<file path="config.mk">
export PLATFORM = sky130hd
export DESIGN_NAME = mrg_recur
export DESIGN_NICKNAME = d
export VERILOG_FILES = /design/src/hdl/mrg_pkg.sv /design/src/hdl/mrg_recur.sv
export SDC_FILE = /design/constraint.sdc
export NUM_CORES = 2
export LEC_CHECK = 0
export BUFFER_PORTS_ARGS = -buffer_cell sky130_fd_sc_hd__buf_2
export CAP_MARGIN = 30
export CELL_PAD_IN_SITES_DETAIL_PLACEMENT = 0
export CELL_PAD_IN_SITES_GLOBAL_PLACEMENT = 1
export CORE_MARGIN = 2
export CORE_UTILIZATION = 52
export CTS_CLUSTER_SIZE = 30
export DETAILED_ROUTE_END_ITERATION = 10
export PLACE_DENSITY = 0.88
export RECOVER_POWER = 100
export SLEW_MARGIN = 20
export SYNTH_ARGS = -nofsm -noshare
export SYNTH_HDL_FRONTEND = slang
export SYNTH_SLANG_ARGS = --single-unit
</file>
<file path="constraint.sdc">
create_clock -name clk -period 49.2 [get_ports clk]
set_input_delay 12.3 -clock clk [delete_from_list [all_inputs] [get_ports clk]]
set_output_delay 12.3 -clock clk [all_outputs]
set_load 0.01 [all_outputs]
</file>
<file path="src/hdl/mrg_pkg.sv">
// Shared types, recurrence constants and the modular reduction for the MRG32k3a generator.
`timescale 1ns / 1ps
package mrg_pkg;

	// three words of one history, index 0 is the oldest
	typedef logic [2:0][31:0] mrg_hist_t;

	// constants that set up one recurrence
	typedef struct packed {
		logic [20:0] mul_pos;     // multiplier of the positive tap
		logic [20:0] mul_neg;     // multiplier of the oldest word
		logic [31:0] offset;      // folds the inverted oldest word back to a negation
		logic [14:0] fold;        // 2^32 - modulus
		logic [31:0] modulus;
		logic        pos_newest;  // positive tap is the newest word, else the middle one
	} mrg_coef_t;

	localparam logic [31:0] RESET_WORD = 32'd12345;

	localparam logic [63:0] TWO_32   = 64'h1_0000_0000;
	localparam logic [63:0] ALL_ONES = 64'hFFFF_FFFF;

	localparam logic [63:0] MOD_ONE = 64'd4294967087;
	localparam logic [63:0] MOD_TWO = 64'd4294944443;
	localparam logic [63:0] MUL_A1  = 64'd1403580;
	localparam logic [63:0] MUL_A0  = 64'd810728;
	localparam logic [63:0] MUL_B2  = 64'd527612;
	localparam logic [63:0] MUL_B0  = 64'd1370589;

	// mul_neg * ~w == mul_neg * (2^32 - 1) - mul_neg * w, so add the negated first term
	localparam logic [63:0] OFS_ONE  = (MOD_ONE - (MUL_A0 * ALL_ONES) % MOD_ONE) % MOD_ONE;
	localparam logic [63:0] OFS_TWO  = (MOD_TWO - (MUL_B0 * ALL_ONES) % MOD_TWO) % MOD_TWO;
	localparam logic [63:0] FOLD_ONE = TWO_32 - MOD_ONE;
	localparam logic [63:0] FOLD_TWO = TWO_32 - MOD_TWO;

	localparam mrg_coef_t COEF_ONE = '{
		mul_pos:    MUL_A1[20:0],
		mul_neg:    MUL_A0[20:0],
		offset:     OFS_ONE[31:0],
		fold:       FOLD_ONE[14:0],
		modulus:    MOD_ONE[31:0],
		pos_newest: 1'b0
	};

	localparam mrg_coef_t COEF_TWO = '{
		mul_pos:    MUL_B2[20:0],
		mul_neg:    MUL_B0[20:0],
		offset:     OFS_TWO[31:0],
		fold:       FOLD_TWO[14:0],
		modulus:    MOD_TWO[31:0],
		pos_newest: 1'b1
	};

	// reduce a sum below 2^54 into [0, modulus), modulus = 2^32 - fold
	function automatic logic [31:0] mod_reduce(input logic [53:0] s,
			input logic [14:0] fold, input logic [31:0] modulus);
		logic [37:0] f1;
		logic [32:0] f2;
		f1 = 38'(s[31:0]) + 38'(s[53:32]) * 38'(fold);
		f2 = 33'(f1[31:0]) + 33'(f1[37:32]) * 33'(fold);
		if (f2 >= 33'(modulus)) begin
			mod_reduce = f2[31:0] - modulus;
		end else begin
			mod_reduce = f2[31:0];
		end
	endfunction

endpackage

</file>
<file path="src/hdl/mrg_recur.sv">
// One order-3 recurrence: three-word history and its combinational update, registered on each step.
`timescale 1ns / 1ps
module mrg_recur (
	input  logic              clk,
	input  logic              arst_n,
	input  logic              step,
	input  logic              reload,
	input  mrg_pkg::mrg_hist_t seed,
	input  mrg_pkg::mrg_coef_t coef,
	output logic [31:0]       word
);
	import mrg_pkg::*;

	mrg_hist_t   hist_q;
	mrg_hist_t   cur;
	logic [31:0] pos_w;
	logic [31:0] neg_w;
	logic [53:0] sum;

	// pick the history this step works from
	assign cur   = reload ? seed : hist_q;
	assign pos_w = coef.pos_newest ? cur[2] : cur[1];
	assign neg_w = ~cur[0];

	// positive tap minus oldest tap, kept non-negative through the offset
	assign sum = 54'(coef.mul_pos) * 54'(pos_w) + 54'(coef.mul_neg) * 54'(neg_w)
		+ 54'(coef.offset);

	assign word = mod_reduce(sum, coef.fold, coef.modulus);

	// shift the history and enter the new word
	always_ff @(posedge clk or negedge arst_n) begin
		if (!arst_n) begin
			hist_q <= {3{RESET_WORD}};
		end else if (step) begin
			hist_q <= {word, cur[2], cur[1]};
		end
	end

endmodule

</file>
# After elaboration in Yosys (flattened, before gate mapping)
# Cells that the tools add are included.
# Widths: inputs -> output; s select.
# word_totals
ff_bits	96
latch_bits	0
ram_bits	0
rom_bits	0
inputBits	222
out_inout_bits	32
elab_cells	17
memories	0
# op_classes
add_sub_neg	5
mul	4
div	0
magnitude_cmp	1
n_eq_ne	0
shift	0
muxes	3
bitwise_logic	1
n_reduce_logical	0
# ops
operator	count
$mul 21x32->53	2
$mux 96	1
$mux 32	2
$add 53x53->54	1
$add 54x32->54	1
$add 32x37->38	1
$mul 22x15->37	1
$add 32x21->33	1
$ge 33x32->1	1
$not 32->32	1
$sub 32x32->32	1
$mul 6x15->21	1

# Longest topological paths before layout
# logic_depth
word_depth	11
depth_mapped	88
ltp_nobuf	81

# Least setup slack after synthesis
# Ideal clock, no wire load.
# synth_path
path_kind	input port to output port
startpoint	input port reload
endpoint	output port word[29]
t_arrival_ns	33.224
required_time_ns	36.900
path_slack_ns	3.676
path_stages	78
path_buffers	7
path_cell_list	buf_2 clkbuf_1 buf_1 mux2i_1 clkbuf_1 nand2_1 fa_1 fa_1 inv_1 fa_1 inv_1 fa_1 inv_1 fa_1 fa_1 fa_1 fa_1 inv_1 [42 not listed] a211o_1 or4_1 a31oi_2 o21bai_1 a21oi_1 o21ai_0 xor2_1 ha_1 nand2_1 o21a_1 o21ai_0 a21oi_1 o221a_2 a311oi_1 and2_1 a41oi_4 nand2_1 mux2_1
# synth_via
elab_chain_cells	11
elab_cells_between_ends	14
# synth_rtl
element	line	rtl
from (decl)	mrg_recur.sv:7	input logic reload,
$mux 96 (*)	mrg_recur.sv:21	assign cur = reload ? seed : hist_q;
$mux 32 or $not 32->32 (tied branches)	mrg_recur.sv:22, mrg_recur.sv:23	
$mul 21x32->53	mrg_recur.sv:26	assign sum = 54'(coef.mul_pos) * 54'(pos_w) + 54'(coef.mul_neg) * 54'(neg_w)
$add 53x53->54 (*)	mrg_recur.sv:26	
$add 54x32->54 (*)	mrg_recur.sv:27	+ 54'(coef.offset);
$mul 22x15->37	mrg_pkg.sv:59	f1 = 38'(s[31:0]) + 38'(s[53:32]) * 38'(fold);
$add 32x37->38 (*)	mrg_pkg.sv:59	
$mul 6x15->21	mrg_pkg.sv:60	f2 = 33'(f1[31:0]) + 33'(f1[37:32]) * 33'(fold);
$add 32x21->33 (*)	mrg_pkg.sv:60	
$sub 32x32->32 or $ge 33x32->1 (tied branches)	mrg_pkg.sv:62, mrg_pkg.sv:61	
$mux 32 (*)	mrg_pkg.sv:61	if (f2 >= 33'(modulus)) begin
to (decl)	mrg_recur.sv:10	output logic [31:0] word
# Every way passes the cells marked *; elsewhere a longest branch is shown, timed or not.

# Worst setup path after layout
# layout_path
startpoint	input port reload
endpoint	output port word[9]
# Same word-level chain as after synthesis.

==> impl_metrics.yaml <==
clock_tree:
  cts_max_level: 3
  cts.sinks: 96
  cts_root_buf: "clkbuf_16"
  cts_resized: 0
  clk_pin_slew_ns: 0.07
  clockBufferDepth: 2
  clkLatencyLatePin_ns: 0.37
  cts_hold_buf: 0
  tritoncts: "done"
  numCtsBuffers: 9
  postCtsSetupRepairBufs: 0
routing:
  wl_per_cell_um: 23.18
  drc: 0
  drt_iter0_drc: 3955
  viasPerCell: 5.599
  routed_wl_um: 214500
  firstDrtPassIters: 6
  ant_nets: 0
  via_count: 51810
floorplan:
  dieArea_sq_um: 132800
  start_util_pct: 52.30
  die_x_um: 364.4
  fp.dieH_um: 364.4
  boundaryPins: 254
  core_sq_um: 129200
  row_count: 132
sta:
  worst_slew_pin_slew_ns: 3.571
  fmax_ghz: 0.02082
  rsz0062_at_grt: "false"
  maxSlewHeadroom_pct: -138.1
  period_needed_ns: 48.04
  final_hold_viol_count: 0
  drv_slew: 271
  finalSetupViolCount: 0
  period_share_pct: 97.64
  skew_ns: 0.01318
  fin_tns_setup_ns: 0
critical_path:
  worst_r2r_startpoint: "hist_q[78]"
  path_delay_family: "adder cells"
  crit_slowest_cell: "fa_1"
  cp-start-kind: "input pin"
  critical_path_buf_inv_count: 14
  arrival_ns: 35.74
  crit_cells: 74
  endpoint_kind: "output port"
  cp-startpoint: "reload"
  max_stage_delay_ns: 0.65
  cp_data_required_time_ns: 36.90
  r2r-end: "hist_q[68]"
  r2r_slack_ns: 25.83
  crit_type: "in2out"
  endpoint: "word[9]"
  crit_path_frequent_cell: "fa_1"
  critPathMaxFanout: 52
  reg2regPathDepth: 70
logic_synthesis:
  ys_types: 88
  synthFlopType: "dfrtp_1"
  yosysTopAreaCellShare_pct: 48.31
  async_flop_share_pct: 100.0
  postSynthCellCount: 7547
  synth_common_cells: "1782 x inv_1, 1630 x fa_1, 996 x nand2_1"
  synth_area_sq_um: 67550
  synth.most_common_cell: "inv_1"
  synth-seq-area-share_pct: 3.590
  ys_ff_latch: 96
  synthTopCellsByArea: "fa_1 48%, inv_1 9.9%, ha_1 8.7%"
  synth_edf_count: 0
  syn_nets: 9869
  yosysWarningCount: 0
  synth_area_leader_cell: "fa_1"
  avgSynthCellArea_sq_um: 8.951
place:
  port_buffers: 253
  hpwlAfterDp_um: 182200
  routabilityCongestion: 1.030
hold_path:
  hp-class: "reg2reg"
grt:
  grt_usage_pct: 33.46
  grt_pass1_wl_um: 333900
  grt_remaining_overflow: 0
  grt_max_degree: 102
  grt_pass1_vias: 55520
  antenna_found_initial: 40
cells_and_area:
  drive_gt1_share_pct: 6.295
  regMostFlops: "hist_q"
  regArea_sq_um: 2425
  area_delta_synth_final_pct: 4.384
  largest_reg_flops: 96
  top_regs: "hist_q x96"
  fillers: 12010
  nets: 9815
  multi_input_area_sq_um: 56900
run_status:
  status: "complete, but fails checks"
  violations: "capacitance limit, slew limit"
run:
  max_cap_violations: 4
worst reg2reg max path, delay by kind of cell (launching register included):
family	cells	cell delay (ns)
compound gates	23	6.28
xor+xnor	2	0.85
fa+ha+maj	23	11.08
buf+inv	11	0.92
flops	1	0.48
mux	1	0.85
simple gates	10	2.79
stage by stage:
| step | setup WS (ns) | instance area (sq um) | cells | util [%] | hold slack, ns |
|---|---|---|---|---|---|
| detailed placement | 0.7189 | 70230 | 9221 | 54.38 | 0.4989 |
| finish | 1.162 | 70510 | 9252 | 54.60 | 0.5108 |
| global placement | 0.8427 | 70180 | 9216 | 54.34 | 0.4968 |
| CTS | 0.5600 | 70510 | 9237 | 54.59 | 0.5126 |
| floorplan | 3.676 | 67550 | 7547 | - | 0.4649 |
| global route | 0.02850 | 70490 | 9242 | 54.58 | 0.5306 |
layer usage:
metal	global-route usage [%]	vias to the layer above	share of wire [%]
li1	-	22240	-
met1	44.75	26640	39
met2	51.05	2455	44
met3	12.10	426	13
met4	10.10	46	3.6
met5	0	-	0.16
worst min-delay path by stage:
stage                    start  cells past startpoint    endpoint  slack (ns)
floorplan           hist_q[93]                      2  hist_q[93]        0.46
global placement    hist_q[35]                      2  hist_q[35]        0.50
detailed placement  hist_q[44]                      2  hist_q[44]        0.50
CTS                 hist_q[44]                      2  hist_q[44]        0.51
global route        hist_q[44]                      2  hist_q[44]        0.53
finish              hist_q[44]                      2  hist_q[44]        0.51
layout by cell type, fill, tap and decap left out, drive strengths merged, types with 18 or more instances in the layout:
cell type / Yosys / routed
inv: 1782 / 1783
fa: 1630 / 1630
nand2: 996 / 996
and2: 855 / 855
ha: 470 / 470
buf: 41 / 324
a21oi: 209 / 209
nor2: 167 / 167
o21ai: 100 / 100
mux2i: 100 / 100
nand3: 79 / 79
dfrtp: 78 / 78
xnor2: 74 / 74
a21o: 71 / 71
xor2: 53 / 53
a31oi: 53 / 53
nand4: 37 / 37
clkbuf: 375 / 37
mux4: 32 / 32
nor3: 30 / 30
nor2b: 27 / 27
nand2b: 25 / 25
o211ai: 22 / 22
o21bai: 20 / 20
o31ai: 19 / 19
dfstp: 18 / 18
area by class of cell:
| cell class | instances | share of cell area, % |
|---|---|---|
| well taps | 1742 | 3.091 |
| multi-input cells | 5252 | 80.70 |
| repair buffers | 351 | 2.850 |
| inverters | 1783 | 9.491 |
| clock buffers | 10 | 0.3247 |
| diodes | 12 | 0.04259 |
| clock inverters | 6 | 0.06388 |
| flip-flops and latches | 96 | 3.439 |
cells by family after synthesis:
logic type	synth area share, %
compound gates	5.985
xor+xnor	1.658
fa+ha+maj	57.01
buf+inv	12.34
flops	3.590
mux	2.565
simple gates	16.85
Power is left out: the tool's default activity adds up to more than one toggle a clock period on the data nets, which glitch-free logic cannot reach.
