<file path="src/hdl/mrg_pkg.sv">
// Shared types, recurrence constants and the modular reduction for the MRG32k3a generator.
`timescale 1ns / 1ps
package mrg_pkg;

	// three words of one history, index 0 is the oldest
	typedef logic [2:0][31:0] mrg_hist_t;

	// constants that set up one recurrence
	typedef struct packed {
		logic [20:0] mul_pos;     // multiplier of the positive tap
		logic [20:0] mul_neg;     // multiplier of the oldest word
		logic [31:0] offset;      // folds the inverted oldest word back to a negation
		logic [14:0] fold;        // 2^32 - modulus
		logic [31:0] modulus;
		logic        pos_newest;  // positive tap is the newest word, else the middle one
	} mrg_coef_t;

	localparam logic [31:0] RESET_WORD = 32'd12345;

	localparam logic [63:0] TWO_32   = 64'h1_0000_0000;
	localparam logic [63:0] ALL_ONES = 64'hFFFF_FFFF;

	localparam logic [63:0] MOD_ONE = 64'd4294967087;
	localparam logic [63:0] MOD_TWO = 64'd4294944443;
	localparam logic [63:0] MUL_A1  = 64'd1403580;
	localparam logic [63:0] MUL_A0  = 64'd810728;
	localparam logic [63:0] MUL_B2  = 64'd527612;
	localparam logic [63:0] MUL_B0  = 64'd1370589;

	// mul_neg * ~w == mul_neg * (2^32 - 1) - mul_neg * w, so add the negated first term
	localparam logic [63:0] OFS_ONE  = (MOD_ONE - (MUL_A0 * ALL_ONES) % MOD_ONE) % MOD_ONE;
	localparam logic [63:0] OFS_TWO  = (MOD_TWO - (MUL_B0 * ALL_ONES) % MOD_TWO) % MOD_TWO;
	localparam logic [63:0] FOLD_ONE = TWO_32 - MOD_ONE;
	localparam logic [63:0] FOLD_TWO = TWO_32 - MOD_TWO;

	localparam mrg_coef_t COEF_ONE = '{
		mul_pos:    MUL_A1[20:0],
		mul_neg:    MUL_A0[20:0],
		offset:     OFS_ONE[31:0],
		fold:       FOLD_ONE[14:0],
		modulus:    MOD_ONE[31:0],
		pos_newest: 1'b0
	};

	localparam mrg_coef_t COEF_TWO = '{
		mul_pos:    MUL_B2[20:0],
		mul_neg:    MUL_B0[20:0],
		offset:     OFS_TWO[31:0],
		fold:       FOLD_TWO[14:0],
		modulus:    MOD_TWO[31:0],
		pos_newest: 1'b1
	};

	// reduce a sum below 2^54 into [0, modulus), modulus = 2^32 - fold
	function automatic logic [31:0] mod_reduce(input logic [53:0] s,
			input logic [14:0] fold, input logic [31:0] modulus);
		logic [37:0] f1;
		logic [32:0] f2;
		f1 = 38'(s[31:0]) + 38'(s[53:32]) * 38'(fold);
		f2 = 33'(f1[31:0]) + 33'(f1[37:32]) * 33'(fold);
		if (f2 >= 33'(modulus)) begin
			mod_reduce = f2[31:0] - modulus;
		end else begin
			mod_reduce = f2[31:0];
		end
	endfunction

endpackage

</file>
<file path="src/hdl/mrg_outq.sv">
// Result stage: combine both recurrence words and queue samples for the output channel.
`timescale 1ns / 1ps
module mrg_outq #(
	parameter int DEPTH = 4
) (
	input  logic        clk,
	input  logic        arst_n,
	input  logic        push,
	input  logic [31:0] p1,
	input  logic [31:0] p2,
	output logic        full,
	output logic        out_valid,
	input  logic        out_stall,
	output logic [31:0] sample
);
	import mrg_pkg::*;

	localparam int PW = (DEPTH > 1) ? $clog2(DEPTH) : 1;
	localparam int CW = $clog2(DEPTH + 1);
	localparam logic [PW-1:0] LAST = PW'(DEPTH - 1);

	logic [31:0]   p1_s1;
	logic [31:0]   p2_s1;
	logic          vld_s1;
	logic [31:0]   combined;
	logic [31:0]   mem_q [DEPTH];
	logic [PW-1:0] wr_ptr_q;
	logic [PW-1:0] rd_ptr_q;
	logic [CW-1:0] count_q;
	logic          pop;
	logic [CW:0]   pending;

	// register the step's words for the combine stage
	always_ff @(posedge clk or negedge arst_n) begin
		if (!arst_n) begin
			vld_s1 <= 1'b0;
		end else begin
			vld_s1 <= push;
		end
	end

	always_ff @(posedge clk) begin
		if (push) begin
			p1_s1 <= p1;
			p2_s1 <= p2;
		end
	end

	// equal words give the full first modulus
	assign combined = (p1_s1 > p2_s1) ? (p1_s1 - p2_s1)
		: (p1_s1 - p2_s1 + MOD_ONE[31:0]);

	assign pop       = out_valid && !out_stall;
	assign out_valid = (count_q != '0);
	assign sample    = mem_q[rd_ptr_q];

	// stall intake once queued plus in-flight samples fill the queue
	assign pending = (CW + 1)'(count_q) + (CW + 1)'(vld_s1);
	assign full    = (pending >= (CW + 1)'(DEPTH));

	always_ff @(posedge clk) begin
		if (vld_s1) begin
			mem_q[wr_ptr_q] <= combined;
		end
	end

	// advance pointers and count
	always_ff @(posedge clk or negedge arst_n) begin
		if (!arst_n) begin
			wr_ptr_q <= '0;
			rd_ptr_q <= '0;
			count_q  <= '0;
		end else begin
			if (vld_s1) begin
				wr_ptr_q <= (wr_ptr_q == LAST) ? '0 : wr_ptr_q + 1'b1;
			end
			if (pop) begin
				rd_ptr_q <= (rd_ptr_q == LAST) ? '0 : rd_ptr_q + 1'b1;
			end
			if (vld_s1 && !pop) begin
				count_q <= count_q + 1'b1;
			end else if (pop && !vld_s1) begin
				count_q <= count_q - 1'b1;
			end
		end
	end

endmodule

</file>
<file path="config.mk">
export PLATFORM = sky130hd
export DESIGN_NAME = mrg_outq
export DESIGN_NICKNAME = d
export VERILOG_FILES = /design/src/hdl/mrg_pkg.sv /design/src/hdl/mrg_outq.sv
export SDC_FILE = /design/constraint.sdc
export NUM_CORES = 1
export LEC_CHECK = 0
export BUFFER_PORTS_ARGS = -buffer_cell sky130_fd_sc_hd__buf_4
export CAP_MARGIN = 20
export CORE_MARGIN = 3
export CORE_UTILIZATION = 53
export DETAILED_ROUTE_END_ITERATION = 7
export PLACE_DENSITY_LB_ADDON = 0.15
export SKIP_CTS_REPAIR_TIMING = 1
export SLEW_MARGIN = 20
export SYNTH_ARGS = -nofsm -noshare
export SYNTH_HDL_FRONTEND = slang
export SYNTH_SLANG_ARGS = --single-unit
export TNS_END_PERCENT = 50
</file>
<file path="constraint.sdc">
create_clock -name clk -period 4.05 [get_ports clk]
set_input_delay 0.6075 -clock clk [delete_from_list [all_inputs] [get_ports clk]]
set_output_delay 0.6075 -clock clk [all_outputs]
set_load 0.01 [all_outputs]
</file>
# Yosys cells after proc, flatten, opt, wreduce, memory -nomap -nowiden
# Memories as Yosys holds them, arrays and structs flattened.
# Index checks and enable logic that the tools add are counted.
dict set report classes {
  n_eq_ne 2
  muxes 7
  reduce_logical 8
  n_addsub 7
  order_cmp 2
}
# op n
set ops {}
lappend ops {{$add A32 B32 Y32 const B} 1}
lappend ops {{$gt A32 B32 Y1} 1}
lappend ops {{$mux W32} 1}
lappend ops {{$sub A32 B32 Y32} 1}
lappend ops {{$mux W3} 2}
lappend ops {{$add A2 B1 Y2 const B} 2}
lappend ops {{$add A3 B1 Y4} 1}
lappend ops {{$eq A2 B2 Y1 const B} 2}
lappend ops {{$ge A4 B3 Y1 const B} 1}
lappend ops {{$mux W2} 2}
lappend ops {{$add A3 B1 Y3 const B} 1}
lappend ops {{$logic_and A1 B1 Y1} 3}
lappend ops {{$logic_not A1 Y1} 3}
lappend ops {{$reduce_bool A3 Y1} 1}
lappend ops {{$sub A3 B1 Y3 const B} 1}
lappend ops {{$mux W1} 2}
lappend ops {{$reduce_bool A2 Y1} 1}
dict set report word_totals {
  in_bits 68
  wordCells 33
  reg_bits 72
  n_memories 1
  out_inout_bits 34
  ram_bits 128
}
# memory words width rd rd_clocked_by_memory_dff write_ports line
set mem_list {}
lappend mem_list {mem_q 4 32 1 0 1 mrg_outq.sv:26} ;# logic [31:0] mem_q [DEPTH];

# Depth between registers and ports, before layout
dict set report depth {
  word_depth 5
  depth_mapped 15
  depth_no_buf 14
}

# Least setup slack after synthesis
# Ideal clock, no wire load.
dict set report synth_timing {
  path_kind {register to register}
  start {reg p1_s1[0]}
  end {mem mem_q[0][31], data pin}
  synth_period_minus_slack_ns 4.227
  t_arrival_ns 3.953
  setup_ns 0.274
  slack_ns -0.177
  t_required_ns 3.776
  n_path_buf 1
  stages_incl_launch_ff 16
  path_cell_list {edfxtp_1 inv_1 ha_1 inv_1 fa_1 a21o_1 a221oi_4 nor4_2 or4_1 and4_4 or4_1 buf_2 nor4_2 nand4_2 nor4b_2 xnor2_1}
}
dict set report synth_between {
  elab_chain_len 3
  word_cells_on_any_way 4
  cone_classes {2 x add/sub; 1 x order compare; 1 x mux}
}
# element line
set synth_lines {}
lappend synth_lines {{from (decl)} mrg_outq.sv:22} ;# logic [31:0] p1_s1;
lappend synth_lines {{from (signal assigned)} mrg_outq.sv:44} ;# p1_s1 <= p1;
lappend synth_lines {{$sub A32 B32 Y32} {mrg_outq.sv:50, mrg_outq.sv:51}}
lappend synth_lines {{$add A32 B32 Y32} mrg_outq.sv:51} ;# : (p1_s1 - p2_s1 + MOD_ONE[31:0]);
lappend synth_lines {{$mux W32 (*)} mrg_outq.sv:50} ;# assign combined = (p1_s1 > p2_s1) ? (p1_s1 - p2_s1)
lappend synth_lines {{named net combined[31]} mrg_outq.sv:25} ;# logic [31:0] combined;
lappend synth_lines {{to (decl)} mrg_outq.sv:26}
# Mark *: on every way through the listed nets, which the timed path passes. The rest lies on a longest branch.

# Worst setup path in the final report
dict set report layout_timing {
  start {reg p1_s1[0]}
  end {mem mem_q[2][31], data pin}
}
# The elaborated chain is that of the path after synthesis.

==> out/metrics.yaml <==
clk_latency_ns: 0.43
fin_skew_ns: 0.008425
multiInputGateArea_sq_mm: 0.003523
path_class: "reg -> reg"
io_buffers: 101
reg2reg_from: "p1_s1[0]"
reg2regPathDepth: 15
ys_types: 62
die-area_sq_mm: 0.01993
drtIter0Drc: 487
avgSynthCellArea_sq_um: 14.04
start_util_pct: 55.05
seqCellArea_sq_mm: 0.005968
core-area_sq_mm: 0.01760
place_congestion: 0.9058
finalNetCount: 924
finalWorstSetupSlack_ns: 0.06287
die_h_microns: 141.2
hp-start: "p2[16]"
hold_viol_final: 0
nFillCells: 1295
numCtsBuffers: 17
setup_viol_count_final: 0
final_util_pct: 65.49
via_per_inst: 5.719
synthCells: 690
wl_microns: 18810
worst_pin_slew_ns: 0.8668
grt_first_pass_wirelength_microns: 30440
fin_crit_sh_pct: 98.45
syn-cell-area_sq_mm: 0.009687
grt_max_degree: 66
h-tree-depth: 4
slew_headroom_pct: 42.21
dp_hpwl_microns: 12870
critPathSlowestCell: "or4_4"
ys_top_cells_by_count: "edfxtp_1 (192), nand2_1 (44), inv_1 (42)"
fin_cells: 1053
drc_errors: 0
area_growth_pct: 18.96
max-cap-violations: 0
antenna_found_initial: 0
fmax_mhz: 250.8
crit_path_max_fanout: 4
final_max_slew_viol_count: 0
post-place-cells: 1018
routedWlPerCell_microns: 17.86
end_kind: "flop"
clk_pin_slew_worst_paths_ns: 0.07
yosys.area.top_type_share_pct: 59.52
rrSetupSlack_ns: 0.06
pre_cts_slack_ns: -0.07255
yosysSeqAreaShare_pct: 61.59
grtUsageTotal_pct: 19.45
hold_depth: 1
crit_path_cell_trace: "inv_1 > ha_2 > inv_2 > fa_2 > a21o_1 > a221oi_4 > nor4_2 > or4_1 > and4_4 > or4_4 > buf_6 > nor4_4 > nand4_2 > nor4b_2 > xnor2_1"
ys_ff_latch: 200
io_pins: 102
synth.most_common_cell: "edfxtp_1"
async_flop_share_pct: 4.000
num_rows: 48
gr-total-overflow: 0
leakage_nw: 4.368
yosys.area.top_type: "edfxtp_1"
required_ns: 4.21
min_to: "p2_s1[16]"
synth_nets: 799
worst_hold_path_type: "in -> reg"
outcome: "finished clean"
arrival_ns: 4.15
ir_drop_v: 0.0004299
cts_tree: "yes"
worstSetupStartpointType: "flop"
synth_flop_cell: "edfxtp_1"
grt_pass1_vias: 6037
drt-pass1-iter-count: 6
power_density_mw_per_mm2: 616.1
slowest_delay_ns: 0.52
cts_root_buffer: "clkbuf_16"
rsz0062_at_grt: "true"
synth_edf_count: 192
ys_warn_count: 0
die_x_microns: 141.2
drive_gt1_share_pct: 26.81
detail-route-antenna-nets: 0
r2r-end: "mem_q[2][31]"
dr_total_vias: 6022
synth_area_leaders: "edfxtp_1 (60%), mux4_2 (7.4%), ha_1 (5.0%), xnor2_1 (2.4%), xor2_1 (2.4%)"
antenna_cells: 0
period_needed_ns: 3.987
clock_path_buffers: 2
cts_sinks: 200
## critical path, delay by kind of cell, from the launching register on
family / cells / cell delay [ns]
AO/OA/AOI/OAI: 2 / 0.46
XOR/XNOR: 1 / 0.16
adder cells (fa/ha/maj): 2 / 0.52
buffers and inverters: 3 / 0.26
flip-flops: 1 / 0.36
AND/OR/NAND/NOR: 7 / 1.94
## cell usage in the layout, fill, tap and decap left out, types with 11 or more instances in the layout
cell type,synthesis,layout
xnor2_1,27,25
xor2_1,27,25
edfxtp_1,192,192
buf_4,0,128
clkbuf_16,0,17
ha_1,39,38
nor2_1,40,39
nand2_1,44,44
inv_1,42,41
a21o_1,13,13
a21oi_1,31,31
nand4_1,12,12
nand3_1,15,15
nor3_1,12,11
o21ai_0,27,27
mux4_2,32,32
## through the flow
step                      hold slack, ns  instance area (sq um)  TNS, ns  power (mW)
after CTS                       -0.02617                  11450  -0.9948       7.148
after global placement            0.4273                  10840        0       5.299
after detailed placement          0.4351                  10840  -0.6086       5.387
after floorplan                   0.3119                   9696  -0.2297       4.486
after global routing              0.3243                  11520   -1.181       7.483
final                             0.3460                  11520        0       7.099
## area by class of cell
| type | count | area share, % |
|---|---|---|
| flip-flops and latches | 200 | 51.79 |
| multi-input cells | 424 | 30.58 |
| repair buffers | 130 | 8.523 |
| clock inverters | 12 | 1.422 |
| well taps | 225 | 2.443 |
| inverters | 42 | 1.368 |
| clock buffers | 20 | 3.876 |
## cells by family after synthesis
family                     Yosys count  synth area share [%]
xor gates and xnor gates            54                 4.883
adders and majority gates           41                 5.451
and+or+nand+nor                    168                 8.912
muxes                               36                 7.892
buffers and inverters               66                 2.661
AOI/OAI and AO/OA                  125                 8.616
DFF                                200                 61.59
## report_power, final
part           leakage (nW)  switching (mW)  internal (mW)
logic                  2.18            1.22           1.11
clock network         0.295           0.749           1.00
registers              1.89           0.201           2.82
## how the worst max path moves through the flow
stage              from      endpoint  cells past startpoint
4_1_cts        p1_s1[0]  mem_q[2][30]                     15
3_5_place_dp   p1_s1[0]  mem_q[2][30]                     15
6_report       p1_s1[0]  mem_q[2][31]                     15
3_3_place_gp   p1_s1[0]  mem_q[0][30]                     15
2_1_floorplan  p1_s1[0]  mem_q[0][30]                     15
5_1_grt        p1_s1[0]  mem_q[0][31]                     15
## registers in the layout, summed over array words and instances, names as in the netlist
signal,count
rd_ptr_q,2
p1_s1,32
count_q,3
p2_s1,32
vld_s1,1
wr_ptr_q,2
mem_q,128
## per-layer routing
layer | wire length [microns] | vias to the layer above | track usage (%)
li1 | - | 2885 | -
met4 | 192 | 0 | 4.895
met2 | 9195 | 189 | 31.98
met1 | 8546 | 2933 | 26.90
met3 | 876 | 15 | 3.901
met5 | 0 | - | 0
Power figures use the tool's default switching activity.
